**src/complex_unit_normalizer_macros.svh**
```systemverilog
// Assertion macros shared by the complex unit normalizer RTL
`ifndef COMPLEX_UNIT_NORMALIZER_MACROS_SVH
`define COMPLEX_UNIT_NORMALIZER_MACROS_SVH

`ifndef SYNTHESIS
// Same-cycle implication, disabled while in reset
`define CUN_ASSERT_IMPL(lbl, clk, rstn, ante, cons) \
  lbl: assert property (@(posedge clk) disable iff (!rstn) (ante) |-> (cons)) \
    else $error("cun assertion failed");
// Next-cycle implication, disabled while in reset
`define CUN_ASSERT_NEXT(lbl, clk, rstn, ante, cons) \
  lbl: assert property (@(posedge clk) disable iff (!rstn) (ante) |=> (cons)) \
    else $error("cun assertion failed");
`else
`define CUN_ASSERT_IMPL(lbl, clk, rstn, ante, cons)
`define CUN_ASSERT_NEXT(lbl, clk, rstn, ante, cons)
`endif

`endif

```
**src/cun_pkg.sv**
```systemverilog
// Shared types, constants and gain functions for the complex unit normalizer
`timescale 1ns / 1ps
`default_nettype none

package cun_pkg;

  // Result word width and rotation datapath width (Q30 plus headroom)
  localparam int unsigned OUT_W       = 24;
  localparam int unsigned ROT_W       = 33;

  // Prescale: larger magnitude ends up in [2^NORM_TOP, 2^NORM_LIM)
  localparam int unsigned NORM_TOP    = 29;
  localparam int unsigned NORM_LIM    = NORM_TOP + 1;
  localparam int unsigned NORM_STAGES = 5;

  // Q30 to Q22 rounding and saturation
  localparam int unsigned ROUND_SHIFT = 8;
  localparam int unsigned UNIT_Q22    = 1 << 22;
  localparam logic signed [ROT_W:0] ROUND_BIAS = (ROT_W + 1)'(1 << (ROUND_SHIFT - 1));
  localparam logic signed [ROT_W:0] SAT_HI     = (ROT_W + 1)'(UNIT_Q22);
  localparam logic signed [ROT_W:0] SAT_LO     = -SAT_HI;

  // Side-band bits that travel with every word through the pipe
  typedef struct packed {
    logic valid;
    logic zero;
    logic flip;
    logic last;
  } cun_ctrl_t;

  // Integer square root, bit-pair method (elaboration only)
  function automatic logic [63:0] isqrt64(input logic [63:0] n);
    logic [63:0] num;
    logic [63:0] root;
    logic [63:0] bitv;
    int          i;
    num  = n;
    root = '0;
    bitv = 64'h4000_0000_0000_0000;
    for (i = 0; i < 32; i++) begin
      if (bitv > num) begin
        bitv = bitv >> 2;
      end
    end
    for (i = 0; i < 32; i++) begin
      if (bitv != '0) begin
        if (num >= root + bitv) begin
          num  = num - (root + bitv);
          root = (root >> 1) + bitv;
        end else begin
          root = root >> 1;
        end
        bitv = bitv >> 2;
      end
    end
    return root;
  endfunction

  // 1/K in Q30 for the given number of micro-rotations, rounded half up
  function automatic logic [63:0] inv_gain_q30(input int unsigned steps);
    logic [63:0] p;
    logic [63:0] k;
    logic [63:0] num;
    logic [63:0] rem;
    logic [63:0] quo;
    int          i;
    p = 64'h1000_0000_0000_0000;
    for (i = 0; i < int'(steps); i++) begin
      p = p + (p >> (2 * i));
    end
    k   = isqrt64(p);
    num = 64'h1000_0000_0000_0000 + (k >> 1);
    rem = '0;
    quo = '0;
    // restoring long division, one quotient bit per pass
    for (i = 63; i >= 0; i--) begin
      rem = {rem[62:0], num[i]};
      if (k != '0 && rem >= k) begin
        rem    = rem - k;
        quo[i] = 1'b1;
      end
    end
    return quo;
  endfunction

endpackage

`default_nettype wire

```
**src/cun_round.sv**
```systemverilog
// Output stage: half-plane unfold, Q30 to Q22 rounding, saturation, result register
`timescale 1ns / 1ps
`default_nettype none

module cun_round import cun_pkg::*; (
  input  wire logic                    clk_i,
  input  wire logic                    rst_ni,
  input  wire logic                    adv_i,
  input  wire logic signed [ROT_W-1:0] rx_i,
  input  wire logic signed [ROT_W-1:0] ry_i,
  input  wire cun_ctrl_t               ctrl_i,
  output      logic                    valid_o,
  output      logic signed [OUT_W-1:0] unit_real_o,
  output      logic signed [OUT_W-1:0] unit_imag_o,
  output      logic                    zero_o,
  output      logic                    last_o
);

  logic signed [ROT_W:0]   vx, vy, qx, qy;
  logic signed [OUT_W-1:0] re_d, im_d;
  logic                    valid_q;
  logic signed [OUT_W-1:0] re_q, im_q;
  logic                    zero_q, last_q;

  // Round half up with a floor shift, then clamp to +/-1.0
  always_comb begin
    vx = ctrl_i.flip ? -(ROT_W + 1)'(rx_i) : (ROT_W + 1)'(rx_i);
    vy = ctrl_i.flip ? -(ROT_W + 1)'(ry_i) : (ROT_W + 1)'(ry_i);
    qx = (vx + ROUND_BIAS) >>> ROUND_SHIFT;
    qy = (vy + ROUND_BIAS) >>> ROUND_SHIFT;
    if (qx > SAT_HI) begin
      qx = SAT_HI;
    end else if (qx < SAT_LO) begin
      qx = SAT_LO;
    end
    if (qy > SAT_HI) begin
      qy = SAT_HI;
    end else if (qy < SAT_LO) begin
      qy = SAT_LO;
    end
    re_d = ctrl_i.zero ? '0 : qx[OUT_W-1:0];
    im_d = ctrl_i.zero ? '0 : qy[OUT_W-1:0];
  end

  always_ff @(posedge clk_i or negedge rst_ni) begin
    if (!rst_ni) begin
      valid_q <= 1'b0;
    end else if (adv_i) begin
      valid_q <= ctrl_i.valid;
    end
  end

  always_ff @(posedge clk_i) begin
    if (adv_i) begin
      re_q   <= re_d;
      im_q   <= im_d;
      zero_q <= ctrl_i.zero;
      last_q <= ctrl_i.last;
    end
  end

  assign valid_o     = valid_q;
  assign unit_real_o = re_q;
  assign unit_imag_o = im_q;
  assign zero_o      = zero_q;
  assign last_o      = last_q;

endmodule

`default_nettype wire

```
**config.mk**
```make
export PLATFORM = sky130hd
export DESIGN_NAME = cun_round
export DESIGN_NICKNAME = d
export VERILOG_FILES = /design/src/complex_unit_normalizer_macros.svh /design/src/cun_pkg.sv /design/src/cun_round.sv
export SDC_FILE = /design/constraint.sdc
export NUM_CORES = 1
export LEC_CHECK = 0
export ABC_AREA = 0
export BUFFER_PORTS_ARGS = -buffer_cell sky130_fd_sc_hd__buf_2
export CORE_MARGIN = 5
export CORE_UTILIZATION = 55
export CTS_BUF_LIST = sky130_fd_sc_hd__clkbuf_8
export DETAILED_ROUTE_END_ITERATION = 12
export PLACE_DENSITY = 0.89
export SYNTH_ARGS = -nofsm -noshare
export SYNTH_HDL_FRONTEND = slang
export SYNTH_SLANG_ARGS = --single-unit
```
**constraint.sdc**
```tcl
create_clock -name clk_i -period 1.1 [get_ports clk_i]
set_input_delay 0.22 -clock clk_i [delete_from_list [all_inputs] [get_ports clk_i]]
set_output_delay 0.22 -clock clk_i [all_outputs]
set_load 0.1 [all_outputs]
```
==> out/results.md, run 1 <==
• **run status** did not finish
• **halt point of the flow** 5_1_grt
• **tool error** [ERROR GRT-0116] Global routing finished with congestion. Check the congestion regions in the DRC Viewer.
• **total of buffers placed on input and output ports** 123
• **maximum number of pins on one net before global-route repair** 38
• **count of flip-flops with a built-in enable after synthesis** 50
• **total number of H-tree levels** 2
• **asr flop ratio synth** 1.96%
• **number of global-route vias before repair** 10,100
• **row count** 37
• **number of warning messages in the yosys log** 0
• **Cell variety after synth** 83
• **global-route wire length before repair** 62,000 µm
• **top_reg_cell synth** sky130_fd_sc_hd__edfxtp_1
• **clock net sink count** 51
• **top-count cell post-synth** sky130_fd_sc_hd__nor2_1
• **maximum clock insertion buffer count** 2
• **area of the mapped netlist** 0.00580 mm²
• **die height** 113 µm
• **number of flip-flops and latches in the synthesized netlist** 51
• **placed instance area** 0.00902 mm²
• **number of CTS-inserted buffers** 5
• **number of I/O pins** 124
• **Mapped Cells** 703
• **sequential area share after synthesis** 26.3%
• **area share of the largest cell type after synthesis** 25.9%
• **Horiz. Die Dim** 113 µm
• **top cells by area in the synthesized netlist** sky130_fd_sc_hd__edfxtp_1 26%, sky130_fd_sc_hd__xnor2_1 8.3%, sky130_fd_sc_hd__xor2_1 5.6%
• **Synth Area per Inst** 8.25 µm²
• **initial standard-cell utilization of the core** 56.2%
• **clk root buf** sky130_fd_sc_hd__clkbuf_8
• **nets in the synthesized netlist** 778
• **total congestion overflow after global routing** 3
• **global-route usage over all layers** 64.1%
• **biggest area consumer among synthesized cells** sky130_fd_sc_hd__edfxtp_1
• **most numerous cell types in the synthesized netlist** 57 x sky130_fd_sc_hd__nor2_1, 55 x sky130_fd_sc_hd__nand2_1, 55 x sky130_fd_sc_hd__xnor2_1
• **placer congestion estimate** 1.01
• **Final HPWL DP** 20,300 µm
## kinds of logic after synthesis
kind of cell / Yosys count / synth area share, %
and+or+nand+nor: 323 / 33.1
DFF: 51 / 26.3
muxes: 10 / 1.75
AOI/OAI and AO/OA: 158 / 19.2
adders and majority gates: 2 / 0.432
buffers and inverters: 67 / 5.24
xor gates and xnor gates: 92 / 13.9
## metrics by stage
stage / cells / hold slack [ns] / util (%) / setup WS [ns]
CTS: 1166 / 0.0673 / 92.0 / -2.87
detailed placement: 1141 / 0.00316 / 87.3 / -3.40
global placement: 1141 / -0.00513 / 87.3 / -3.03
floorplan: 703 / -0.0756 / - / -3.15
## routing by layer
metal,global-route usage [%],overflow
met5,11.4,0
met2,84.7,1
met1,63.1,1
met3,45.9,0
met4,62.4,1
## what timing repair did
item	in CTS
resized for setup	54
hold buffers	1
hold endpoints to repair	1
pin swaps	8
setup endpoints to repair	99
buffers inserted	14
gates cloned	2
==> inputs of run 2 (changes only) <==
--- a/config.mk
+++ b/config.mk
@@ -8,10 +8,9 @@
 export ABC_AREA = 0
 export BUFFER_PORTS_ARGS = -buffer_cell sky130_fd_sc_hd__buf_2
 export CORE_MARGIN = 5
-export CORE_UTILIZATION = 55
-export CTS_BUF_LIST = sky130_fd_sc_hd__clkbuf_8
+export CORE_UTILIZATION = 40
 export DETAILED_ROUTE_END_ITERATION = 12
-export PLACE_DENSITY = 0.89
+export PLACE_DENSITY_LB_ADDON = 0.15
 export SYNTH_ARGS = -nofsm -noshare
 export SYNTH_HDL_FRONTEND = slang
 export SYNTH_SLANG_ARGS = --single-unit
==> out/results.md, run 2 <==
• **run status** finished with violations
• **violated checks** negative setup slack
• **VDD IR-drop max** 0.000591 V
• **Tmin final** 3.76 ns
• **post-layout instance area** 0.0102 mm²
• **area of combinational cells with multiple inputs** 0.00442 mm²
• **RSZ-0062 raised after global routing** yes
• **total wire length after detailed routing** 21,000 µm
• **Int Power** 5150 µW
• **Req. time, crit path** 1.16 ns
• **startpoint of the worst hold path** ctrl_i[0]
• **final antenna diode count** 0
• **data arrival time of the worst path** 3.82 ns
• **share of power burned in registers** 28.5%
• **global-route usage over all layers** 24.0%
• **Final setup viols** 99
• **delay-heaviest family, CP** simple AND/OR/NAND/NOR gates
• **area share of the largest cell type after synthesis** 25.9%
• **share of final-layout standard cells stronger than drive strength 1** 50.0%
• **measured slew at the worst slew-check pin** 0.560 ns
• **net switching power** 3410 µW
• **total of buffers placed on input and output ports** 123
• **top_reg_cell synth** sky130_fd_sc_hd__edfxtp_1
• **ratio of routed vias to standard cells** 5.52
• **commonest non-fill, non-tap cell in the layout** sky130_fd_sc_hd__buf_4
• **global-route wire length before repair** 33,100 µm
• **source of the worst register-to-register timing path** valid_o
• **Iter 0 DRT Violations** 453
• **Reg clk slew, reported paths** 0.07 ns
• **biggest area consumer among synthesized cells** sky130_fd_sc_hd__edfxtp_1
• **maximum clock insertion buffer count** 2
• **placed instance area** 0.00937 mm²
• **hold depth** 1
• **reg2reg path depth** 1
• **average routed wire per standard cell** 16.9 µm
• **placer congestion estimate** 0.921
• **Max Fanout on Critical Path** 6
• **area added between synthesis and finish** 75.4%
• **die height** 130 µm
• **stage delay of the slowest cell on the critical path** 0.58 ns
• **area of the mapped netlist** 0.00580 mm²
• **top-count cell post-synth** sky130_fd_sc_hd__nor2_1
• **cell area power density** 843 mW/mm²
• **worst r2r dst** valid_o
• **count of flip-flops with a built-in enable after synthesis** 50
• **kind of capture point of the worst setup path** flip-flop
• **Synth Area per Inst** 8.25 µm²
• **clk root buf** sky130_fd_sc_hd__clkbuf_16
• **sequential area share after synthesis** 26.3%
• **critical path, cell by cell** buf_6, or4_4, buf_6, or4_4, or3_4, a211o_1, a211oi_4, a2bb2oi_1, nand3_1, o31a_4, nor2_8, buf_12, buf_12, nor3b_2
• **count of nets after finishing** 1,137
• **Endpoint, Worst Hold** last_o
• **asr flop ratio synth** 1.96%
• **most numerous cell types in the synthesized netlist** 57 x sky130_fd_sc_hd__nor2_1, 55 x sky130_fd_sc_hd__nand2_1, 55 x sky130_fd_sc_hd__xnor2_1
• **total congestion overflow after global routing** 0
• **number of CTS-inserted buffers** 5
• **Switching Fraction** 39.8%
• **clock power share** 19.0%
• **Cell variety after synth** 83
• **area taken by flip-flops and latches** 0.00153 mm²
• **number of global-route vias before repair** 6,865
• **antenna violations before repair** 0
• **post-route worst setup slack** -2.66 ns
• **number of remaining DRC errors** 0
• **clock tree from TritonCTS** built
• **maximum number of pins on one net before global-route repair** 41
• **Mapped Cells** 703
• **number of cells after detailed placement** 1,220
• **Detailed Routing Iterations Pass 1** 5
• **number of I/O pins** 124
• **combinational group share of total power** 52.5%
• **vias after detailed routing** 6,882
• **leading cell types in the layout, fill and taps excluded** 262 x sky130_fd_sc_hd__buf_4, 69 x sky130_fd_sc_hd__buf_2, 63 x sky130_fd_sc_hd__buf_12
• **worst-case headroom to the max-slew limit** 62.3%
• **worst min-delay path class** primary input to flip-flop
• **row count** 44
• **combined buffer and inverter count along the critical path** 4
• **# Max-Cap Violations** 0
• **maximum clock skew at final layout** 0 ns
• **worst setup path category** primary input to flip-flop
• **Die Area** 0.0170 mm²
• **number of warning messages in the yosys log** 0
• **top cells by area in the synthesized netlist** sky130_fd_sc_hd__edfxtp_1 26%, sky130_fd_sc_hd__xnor2_1 8.3%, sky130_fd_sc_hd__xor2_1 5.6%
• **Clock Latency Late Sink** 0.29 ns
• **final clock period utilization by the worst path** 342%
• **Final Non-Filler Cells** 1,247
• **static leakage** 0.00414 µW
• **Horiz. Die Dim** 130 µm
• **Worst path slowest cell** sky130_fd_sc_hd__or4_4
• **nets in the synthesized netlist** 778
• **startpoint type of the worst setup path** primary input
• **Final Hold Fails** 0
• **clock net sink count** 51
• **total number of H-tree levels** 2
• **Final HPWL DP** 16,400 µm
• **slack of the worst reg-to-reg path** 0.30 ns
• **maximum frequency from static timing analysis** 266 MHz
• **number of flip-flops and latches in the synthesized netlist** 51
• **fillcell total** 1,093
• **Antenna Violating Nets Remaining** 0
• **placeable core region** 0.0144 mm²
• **fin. max-slew vios** 0
• **initial standard-cell utilization of the core** 40.3%
==> run 2: cell counts after synthesis <==
Identical to the previous run, type by type.
==> run 2: cell families after synthesis <==
| family | share of synthesized area [%] |
|---|---|
| AND/OR/NAND/NOR | 33.1 |
| AO/OA/AOI/OAI | 19.2 |
| XOR/XNOR | 13.9 |
| buffers and inverters | 5.24 |
| flip-flops | 26.3 |
| multiplexers | 1.75 |
| adder cells (fa/ha/maj) | 0.432 |
==> run 2: final cells by class <==
class | count | share of cell area (%)
Timing Repair Buffer | 410 | 37.4
Inverter | 9 | 0.332
Sequential cell | 51 | 15.0
Clock buffer | 5 | 1.23
Multi-Input combinational cell | 585 | 43.5
Tap cell | 184 | 2.26
Clock inverter | 3 | 0.258
==> run 2: through the flow <==
stage	total power, µW	hold slack [ns]	setup TNS [ns]	worst slack (ns)	utilization, %
floorplan	4760	-0.0756	-139.31	-3.15	-
global placement	6640	-0.00513	-138.19	-3.00	65.2
CTS	8530	0.0869	-123.41	-2.68	69.8
finish	8570	0.0914	-123.91	-2.66	70.8
global route	8900	0.0831	-130.71	-2.81	70.8
detailed placement	6690	-0.00372	-141.61	-3.10	65.2
==> run 2: worst max path at each step <==
stage / from / slack (ns) / cells past startpoint / end
3_3_place_gp: rx_i[4] / -3.00 / 20 / unit_real_o[19]
4_1_cts: rx_i[4] / -2.68 / 21 / unit_real_o[6]
2_1_floorplan: ctrl_i[1] / -3.15 / 23 / unit_real_o[2]
6_report: rx_i[4] / -2.66 / 14 / unit_real_o[19]
5_1_grt: rx_i[4] / -2.81 / 16 / unit_real_o[3]
3_5_place_dp: rx_i[4] / -3.10 / 20 / unit_real_o[19]
==> run 2: repair_timing <==
| action | 4_1_cts | 5_1_grt |
|---|---|---|
| pin swaps | 35 | 17 |
| gates resized for setup | 71 | 24 |
| endpoints found under the setup margin | 99 | 99 |
| hold endpoints to repair | 1 | 0 |
| hold buffers | 1 | 0 |
| cloned | 4 | 1 |
| buffers inserted | 9 | 6 |
==> run 2: power by group through the flow <==
stage / sequential (µW) / combinational, µW / clock [µW]
after CTS: 2450 / 4430 / 1650
after global placement: 2490 / 4140 / 0
final: 2440 / 4500 / 1630
after floorplan: 3480 / 1280 / 0
after detailed placement: 2490 / 4200 / 0
after global routing: 2460 / 4720 / 1730
==> run 2: layer usage <==
| layer | vias up | track usage (%) | wire length (µm) |
|---|---|---|---|
| li1 | 3371 | - | - |
| met1 | 3277 | 29.0 | 8490 |
| met2 | 194 | 44.4 | 11000 |
| met3 | 40 | 2.03 | 955 |
| met4 | 0 | 9.01 | 595 |
| met5 | - | 0 | 0 |
(Power assumes the default switching activity.)
==> inputs of run 3 (changes only) <==
--- a/config.mk
+++ b/config.mk
@@ -6,7 +6,7 @@
 export NUM_CORES = 1
 export LEC_CHECK = 0
 export ABC_AREA = 0
-export BUFFER_PORTS_ARGS = -buffer_cell sky130_fd_sc_hd__buf_2
+export BUFFER_PORTS_ARGS = -buffer_cell sky130_fd_sc_hd__buf_4
 export CORE_MARGIN = 5
 export CORE_UTILIZATION = 40
 export DETAILED_ROUTE_END_ITERATION = 12
==> out/results.md, run 3 (synthesized netlist as in run 2, its figures left out) <==
• **# Max-Cap Violations** 0
• **Die Area** 0.0170 mm²
• **Clock Latency Late Sink** 0.30 ns
• **Max Fanout on Critical Path** 5
• **worst-case headroom to the max-slew limit** 48.1%
• **Horiz. Die Dim** 130 µm
• **data arrival time of the worst path** 4.04 ns
• **measured slew at the worst slew-check pin** 0.770 ns
• **clock net sink count** 51
• **vias after detailed routing** 6,908
• **VDD IR-drop max** 0.000586 V
• **startpoint type of the worst setup path** primary input
• **worst setup path category** primary input to flip-flop
• **area added between synthesis and finish** 72.8%
• **cell area power density** 840 mW/mm²
• **Final HPWL DP** 15,900 µm
• **count of nets after finishing** 1,139
• **Req. time, crit path** 1.25 ns
• **setup slack after placement** -3.13 ns
• **worst hold-check slack** 0.0886 ns
• **average routed wire per standard cell** 16.7 µm
• **Final Hold Fails** 0
• **Tmin final** 3.89 ns
• **run status** finished with violations
• **post-route worst setup slack** -2.79 ns
• **PnR Total Power** 8420 µW
• **number of I/O pins** 124
• **share of final-layout standard cells stronger than drive strength 1** 50.8%
• **Iter 0 DRT Violations** 420
• **final antenna diode count** 0
• **fin. max-slew vios** 0
• **Reg clk slew, reported paths** 0.08 ns
• **met3 GRT Util** 2.44%
• **ratio of routed vias to standard cells** 5.53
• **routing usage on met2** 44.6%
• **total wire length after detailed routing** 20,900 µm
• **total number of H-tree levels** 2
• **leading cell types in the layout, fill and taps excluded** 333 x sky130_fd_sc_hd__buf_4, 65 x sky130_fd_sc_hd__buf_6, 51 x sky130_fd_sc_hd__nand2_1
• **most congested layer reported by global routing** met2
• **maximum number of pins on one net before global-route repair** 40
• **worst min-delay path class** primary input to flip-flop
• **global-route usage over all layers** 24.0%
• **total of buffers placed on input and output ports** 123
• **maximum frequency from static timing analysis** 257 MHz
• **number of CTS-inserted buffers** 5
• **core utilization of the finished layout** 69.7%
• **global-route wire length before repair** 33,200 µm
• **antenna violations before repair** 0
• **Final setup viols** 89
• **total congestion overflow after global routing** 0
• **RSZ-0062 raised after global routing** yes
• **row count** 44
• **final clock period utilization by the worst path** 354%
• **maximum clock skew at final layout** 0 ns
• **setup_tns** -127.29 ns
• **Antenna Violating Nets Remaining** 0
• **commonest non-fill, non-tap cell in the layout** sky130_fd_sc_hd__buf_4
• **kind of capture point of the worst setup path** flip-flop
• **clk root buf** sky130_fd_sc_hd__clkbuf_16
• **static leakage** 0.00412 µW
• **violated checks** negative setup slack
• **number of global-route vias before repair** 6,803
• **fillcell total** 1,147
• **placer congestion estimate** 0.940
• **area taken by flip-flops and latches** 0.00153 mm²
• **initial standard-cell utilization of the core** 40.3%
• **Detailed Routing Iterations Pass 1** 5
• **placeable core region** 0.0144 mm²
• **maximum clock insertion buffer count** 2
• **met1 usage** 28.5%
• **clock tree from TritonCTS** built
• **slack of the worst reg-to-reg path** 0.30 ns
• **area of combinational cells with multiple inputs** 0.00455 mm²
• **die height** 130 µm
• **number of remaining DRC errors** 0
## run 3: timing repair
action / in CTS / in global routing
endpoints found under the hold margin: 1 / 0
gates resized for setup: 133 / 44
setup endpoints to repair: 99 / 99
pin swaps: 38 / 37
gates cloned: 7 / 0
buffers inserted: 15 / 11
hold buffers: 1 / 0
## run 3: path summary, 6_finish.rpt
check,start,end,cells past startpoint
max in group asynchronous,rst_ni,valid_o,2
worst max-delay path,rx_i[4],unit_real_o[13],17
min in group asynchronous,rst_ni,valid_o,2
worst min register to register,valid_o,valid_o,1
worst min-delay path,ctrl_i[0],last_o,1
worst max register to register,valid_o,valid_o,1
## run 3: area by class of cell
class	instances	share of cell area, %
multi-input cells	585	45.4
repair buffers	412	35.2
flip-flops and latches	51	15.2
well taps	184	2.30
clock buffers	5	1.25
inverters	9	0.337
clock inverters	3	0.287
## run 3: worst max-delay path, stage by stage
cell	delay, ns
sky130_fd_sc_hd__buf_6	0.09
sky130_fd_sc_hd__or4_4	0.53
sky130_fd_sc_hd__buf_6	0.14
sky130_fd_sc_hd__or4_4	0.56
sky130_fd_sc_hd__buf_6	0.15
sky130_fd_sc_hd__buf_4	0.14
sky130_fd_sc_hd__o41ai_2	0.38
sky130_fd_sc_hd__a211o_1	0.24
sky130_fd_sc_hd__buf_6	0.13
sky130_fd_sc_hd__a21oi_4	0.04
sky130_fd_sc_hd__xor2_1	0.21
sky130_fd_sc_hd__a21oi_2	0.09
sky130_fd_sc_hd__a2111oi_4	0.36
sky130_fd_sc_hd__a41oi_2	0.23
sky130_fd_sc_hd__buf_4	0.20
sky130_fd_sc_hd__clkbuf_16	0.16
sky130_fd_sc_hd__nor3b_4	0.17
## run 3: metrics by stage
stage	cell area, µm²	cells
2_1_floorplan	6020	703
3_3_place_gp	8840	1212
3_5_place_dp	8840	1212
4_1_cts	9830	1243
5_1_grt	10000	1249
6_report	10000	1249
## run 3: metal layers
| metal | up-vias | wire length, µm |
|---|---|---|
| met5 | - | 0 |
| met4 | 0 | 703 |
| met3 | 47 | 1060 |
| met2 | 240 | 11100 |
| met1 | 3255 | 8080 |
| li1 | 3366 | - |
## run 3: report_power, final
part           switching [µW]  internal, µW  leakage, µW
logic                    2560          1820      0.00356
registers                85.2          2310     0.000488
clock network             780           869    0.0000759
total                    3420          4990      0.00412
==> inputs of run 4 (changes only) <==
--- a/config.mk
+++ b/config.mk
@@ -5,10 +5,12 @@
 export SDC_FILE = /design/constraint.sdc
 export NUM_CORES = 1
 export LEC_CHECK = 0
-export ABC_AREA = 0
+export ABC_AREA = 1
 export BUFFER_PORTS_ARGS = -buffer_cell sky130_fd_sc_hd__buf_4
+export CELL_PAD_IN_SITES_DETAIL_PLACEMENT = 0
+export CELL_PAD_IN_SITES_GLOBAL_PLACEMENT = 2
 export CORE_MARGIN = 5
-export CORE_UTILIZATION = 40
+export CORE_UTILIZATION = 33
 export DETAILED_ROUTE_END_ITERATION = 12
 export PLACE_DENSITY_LB_ADDON = 0.15
 export SYNTH_ARGS = -nofsm -noshare
==> out/results.md, run 4 <==
• **top-count cell post-synth** sky130_fd_sc_hd__nand2_1
• **leading cell types in the layout, fill and taps excluded** 358 x sky130_fd_sc_hd__buf_4, 280 x sky130_fd_sc_hd__nand2_1, 120 x sky130_fd_sc_hd__inv_1
• **total congestion overflow after global routing** 0
• **Iter 0 DRT Violations** 313
• **number of I/O pins** 124
• **share of power burned in registers** 26.9%
• **share of final-layout standard cells stronger than drive strength 1** 52.7%
• **maximum frequency from static timing analysis** 372 MHz
• **kind of capture point of the worst setup path** flip-flop
• **Worst path slowest cell** sky130_fd_sc_hd__nor2_8
• **vias after detailed routing** 7,679
• **Antenna Violating Nets Remaining** 0
• **number of warning messages in the yosys log** 0
• **antenna violations before repair** 0
• **combined buffer and inverter count along the critical path** 5
• **Final setup viols** 52
• **top_reg_cell synth** sky130_fd_sc_hd__edfxtp_1
• **number of remaining DRC errors** 0
• **sequential area share after synthesis** 23.2%
• **row count** 51
• **nets in the synthesized netlist** 1,117
• **Max Fanout on Critical Path** 6
• **maximum number of pins on one net before global-route repair** 37
• **maximum clock skew at final layout** 0 ns
• **number of cells after detailed placement** 1,678
• **biggest area consumer among synthesized cells** sky130_fd_sc_hd__edfxtp_1
• **Detailed Routing Iterations Pass 1** 5
• **fillcell total** 1,912
• **worst min-delay path class** primary input to flip-flop
• **Cell variety after synth** 39
• **total of buffers placed on input and output ports** 123
• **die height** 151 µm
• **Final HPWL DP** 17,900 µm
• **number of CTS-inserted buffers** 5
• **VDD IR-drop max** 0.000616 V
• **delay-heaviest family, CP** simple AND/OR/NAND/NOR gates
• **Tmin final** 2.69 ns
• **core utilization of the finished layout** 58.9%
• **average routed wire per standard cell** 12.5 µm
• **CP dominant cell by count** sky130_fd_sc_hd__nand2_2
• **setup_tns** -69.45 ns
• **number of flip-flops and latches in the synthesized netlist** 51
• **placer congestion estimate** 0.846
• **RSZ-0062 raised after global routing** yes
• **violated checks** negative setup slack
• **net switching power** 3670 µW
• **area share of the largest cell type after synthesis** 22.8%
• **maximum clock insertion buffer count** 2
• **Final Hold Fails** 0
• **asr flop ratio synth** 1.96%
• **Die Area** 0.0229 mm²
• **worst-case headroom to the max-slew limit** 71.4%
• **run status** finished with violations
• **Req. time, crit path** 1.26 ns
• **slack of the worst reg-to-reg path** 0.33 ns
• **Int Power** 5130 µW
• **initial standard-cell utilization of the core** 33.6%
• **global-route wire length before repair** 35,200 µm
• **data arrival time of the worst path** 2.85 ns
• **Switching Fraction** 41.7%
• **stage delay of the slowest cell on the critical path** 0.15 ns
• **final antenna diode count** 0
• **number of global-route vias before repair** 7,281
• **Mapped Cells** 1,042
• **Synth Area per Inst** 6.32 µm²
• **Clock Latency Late Sink** 0.29 ns
• **global-route usage over all layers** 18.9%
• **count of flip-flops with a built-in enable after synthesis** 50
• **clock net sink count** 51
• **Horiz. Die Dim** 151 µm
• **static leakage** 0.00571 µW
• **clock tree from TritonCTS** built
• **placeable core region** 0.0196 mm²
• **final clock period utilization by the worst path** 244%
• **total wire length after detailed routing** 21,800 µm
• **ratio of routed vias to standard cells** 4.39
• **area added between synthesis and finish** 75.3%
• **Final Non-Filler Cells** 1,749
• **combinational group share of total power** 55.1%
• **fin. max-slew vios** 0
• **# Max-Cap Violations** 0
• **count of nets after finishing** 1,558
• **Reg clk slew, reported paths** 0.06 ns
• **post-route worst setup slack** -1.59 ns
• **top cells by area in the synthesized netlist** sky130_fd_sc_hd__edfxtp_1 23%, sky130_fd_sc_hd__nand2_1 19%, sky130_fd_sc_hd__nand3_1 8.0%
• **worst setup path category** primary input to flip-flop
• **area of the mapped netlist** 0.00659 mm²
• **most numerous cell types in the synthesized netlist** 338 x sky130_fd_sc_hd__nand2_1, 128 x sky130_fd_sc_hd__nor2_1, 123 x sky130_fd_sc_hd__inv_1
• **total number of H-tree levels** 2
• **commonest non-fill, non-tap cell in the layout** sky130_fd_sc_hd__buf_4
• **measured slew at the worst slew-check pin** 0.424 ns
• **cell area power density** 762 mW/mm²
• **clk root buf** sky130_fd_sc_hd__clkbuf_16
• **startpoint type of the worst setup path** primary input
• **clock power share** 17.9%
run 4: final cells by class:
class / count / area (µm²) / area share [%]
Clock buffer: 6 / 139 / 1.20
Sequential cell: 51 / 1530 / 13.2
Clock inverter: 2 / 16.3 / 0.141
Timing Repair Buffer: 447 / 3820 / 33.1
Multi-Input combinational cell: 836 / 5170 / 44.8
Inverter: 142 / 543 / 4.70
Tap cell: 265 / 332 / 2.87
run 4: cells by family (layout without fill, tap and decap cells):
| family | count (synthesis) | after routing | synth area share [%] |
|---|---|---|---|
| muxes | 2 | 2 | 0.342 |
| AOI/OAI and AO/OA | 42 | 42 | 3.49 |
| adders and majority gates | 2 | 2 | 0.380 |
| and+or+nand+nor | 785 | 786 | 61.9 |
| buffers and inverters | 156 | 597 | 10.2 |
| xor gates and xnor gates | 4 | 4 | 0.532 |
| DFF | 51 | 51 | 23.2 |
run 4: power by group through the flow:
stage	Clock, µW	Combinational, µW	Sequential (µW)
2_1_floorplan	0	1400	3480
3_3_place_gp	0	4170	2380
3_5_place_dp	0	4190	2380
4_1_cts	1610	4680	2370
5_1_grt	1690	5180	2380
6_report	1580	4850	2370
run 4: per-stage QoR:
stage	worst slack (ns)	area, µm²	hold WS [ns]	power (µW)
after floorplan	-1.34	6640	-0.0756	4880
after global routing	-1.78	11500	0.103	9250
final	-1.59	11500	0.110	8800
after CTS	-1.45	11100	0.106	8670
after detailed placement	-1.85	9830	-0.00303	6580
after global placement	-1.82	9830	-0.00316	6550
run 4: timing repair:
| item | 4_1_cts | 5_1_grt |
|---|---|---|
| gates resized for setup | 190 | 85 |
| buffers inserted | 40 | 21 |
| pin swaps | 29 | 58 |
| hold buffers | 1 | 0 |
| endpoints found under the hold margin | 1 | 0 |
| gates cloned | 4 | 0 |
| setup endpoints to repair | 99 | 91 |
run 4: metal layers:
layer / up-vias / routed length [µm] / track usage (%)
li1: 4173 / - / -
met1: 3359 / 11100 / 29.0
met2: 139 / 9640 / 29.7
met3: 8 / 868 / 0.958
met4: 0 / 200 / 3.35
met5: - / 0 / 0
run 4: final timing paths:
| kind | startpoint | endpoint | cells after the start |
|---|---|---|---|
| setup / recovery | ry_i[9] | unit_imag_o[21] | 26 |
| hold / removal | ctrl_i[0] | last_o | 1 |
| setup reg to reg | valid_o | valid_o | 1 |
| hold reg to reg | valid_o | valid_o | 1 |
| min in group asynchronous | rst_ni | valid_o | 2 |
| max in group asynchronous | rst_ni | valid_o | 2 |
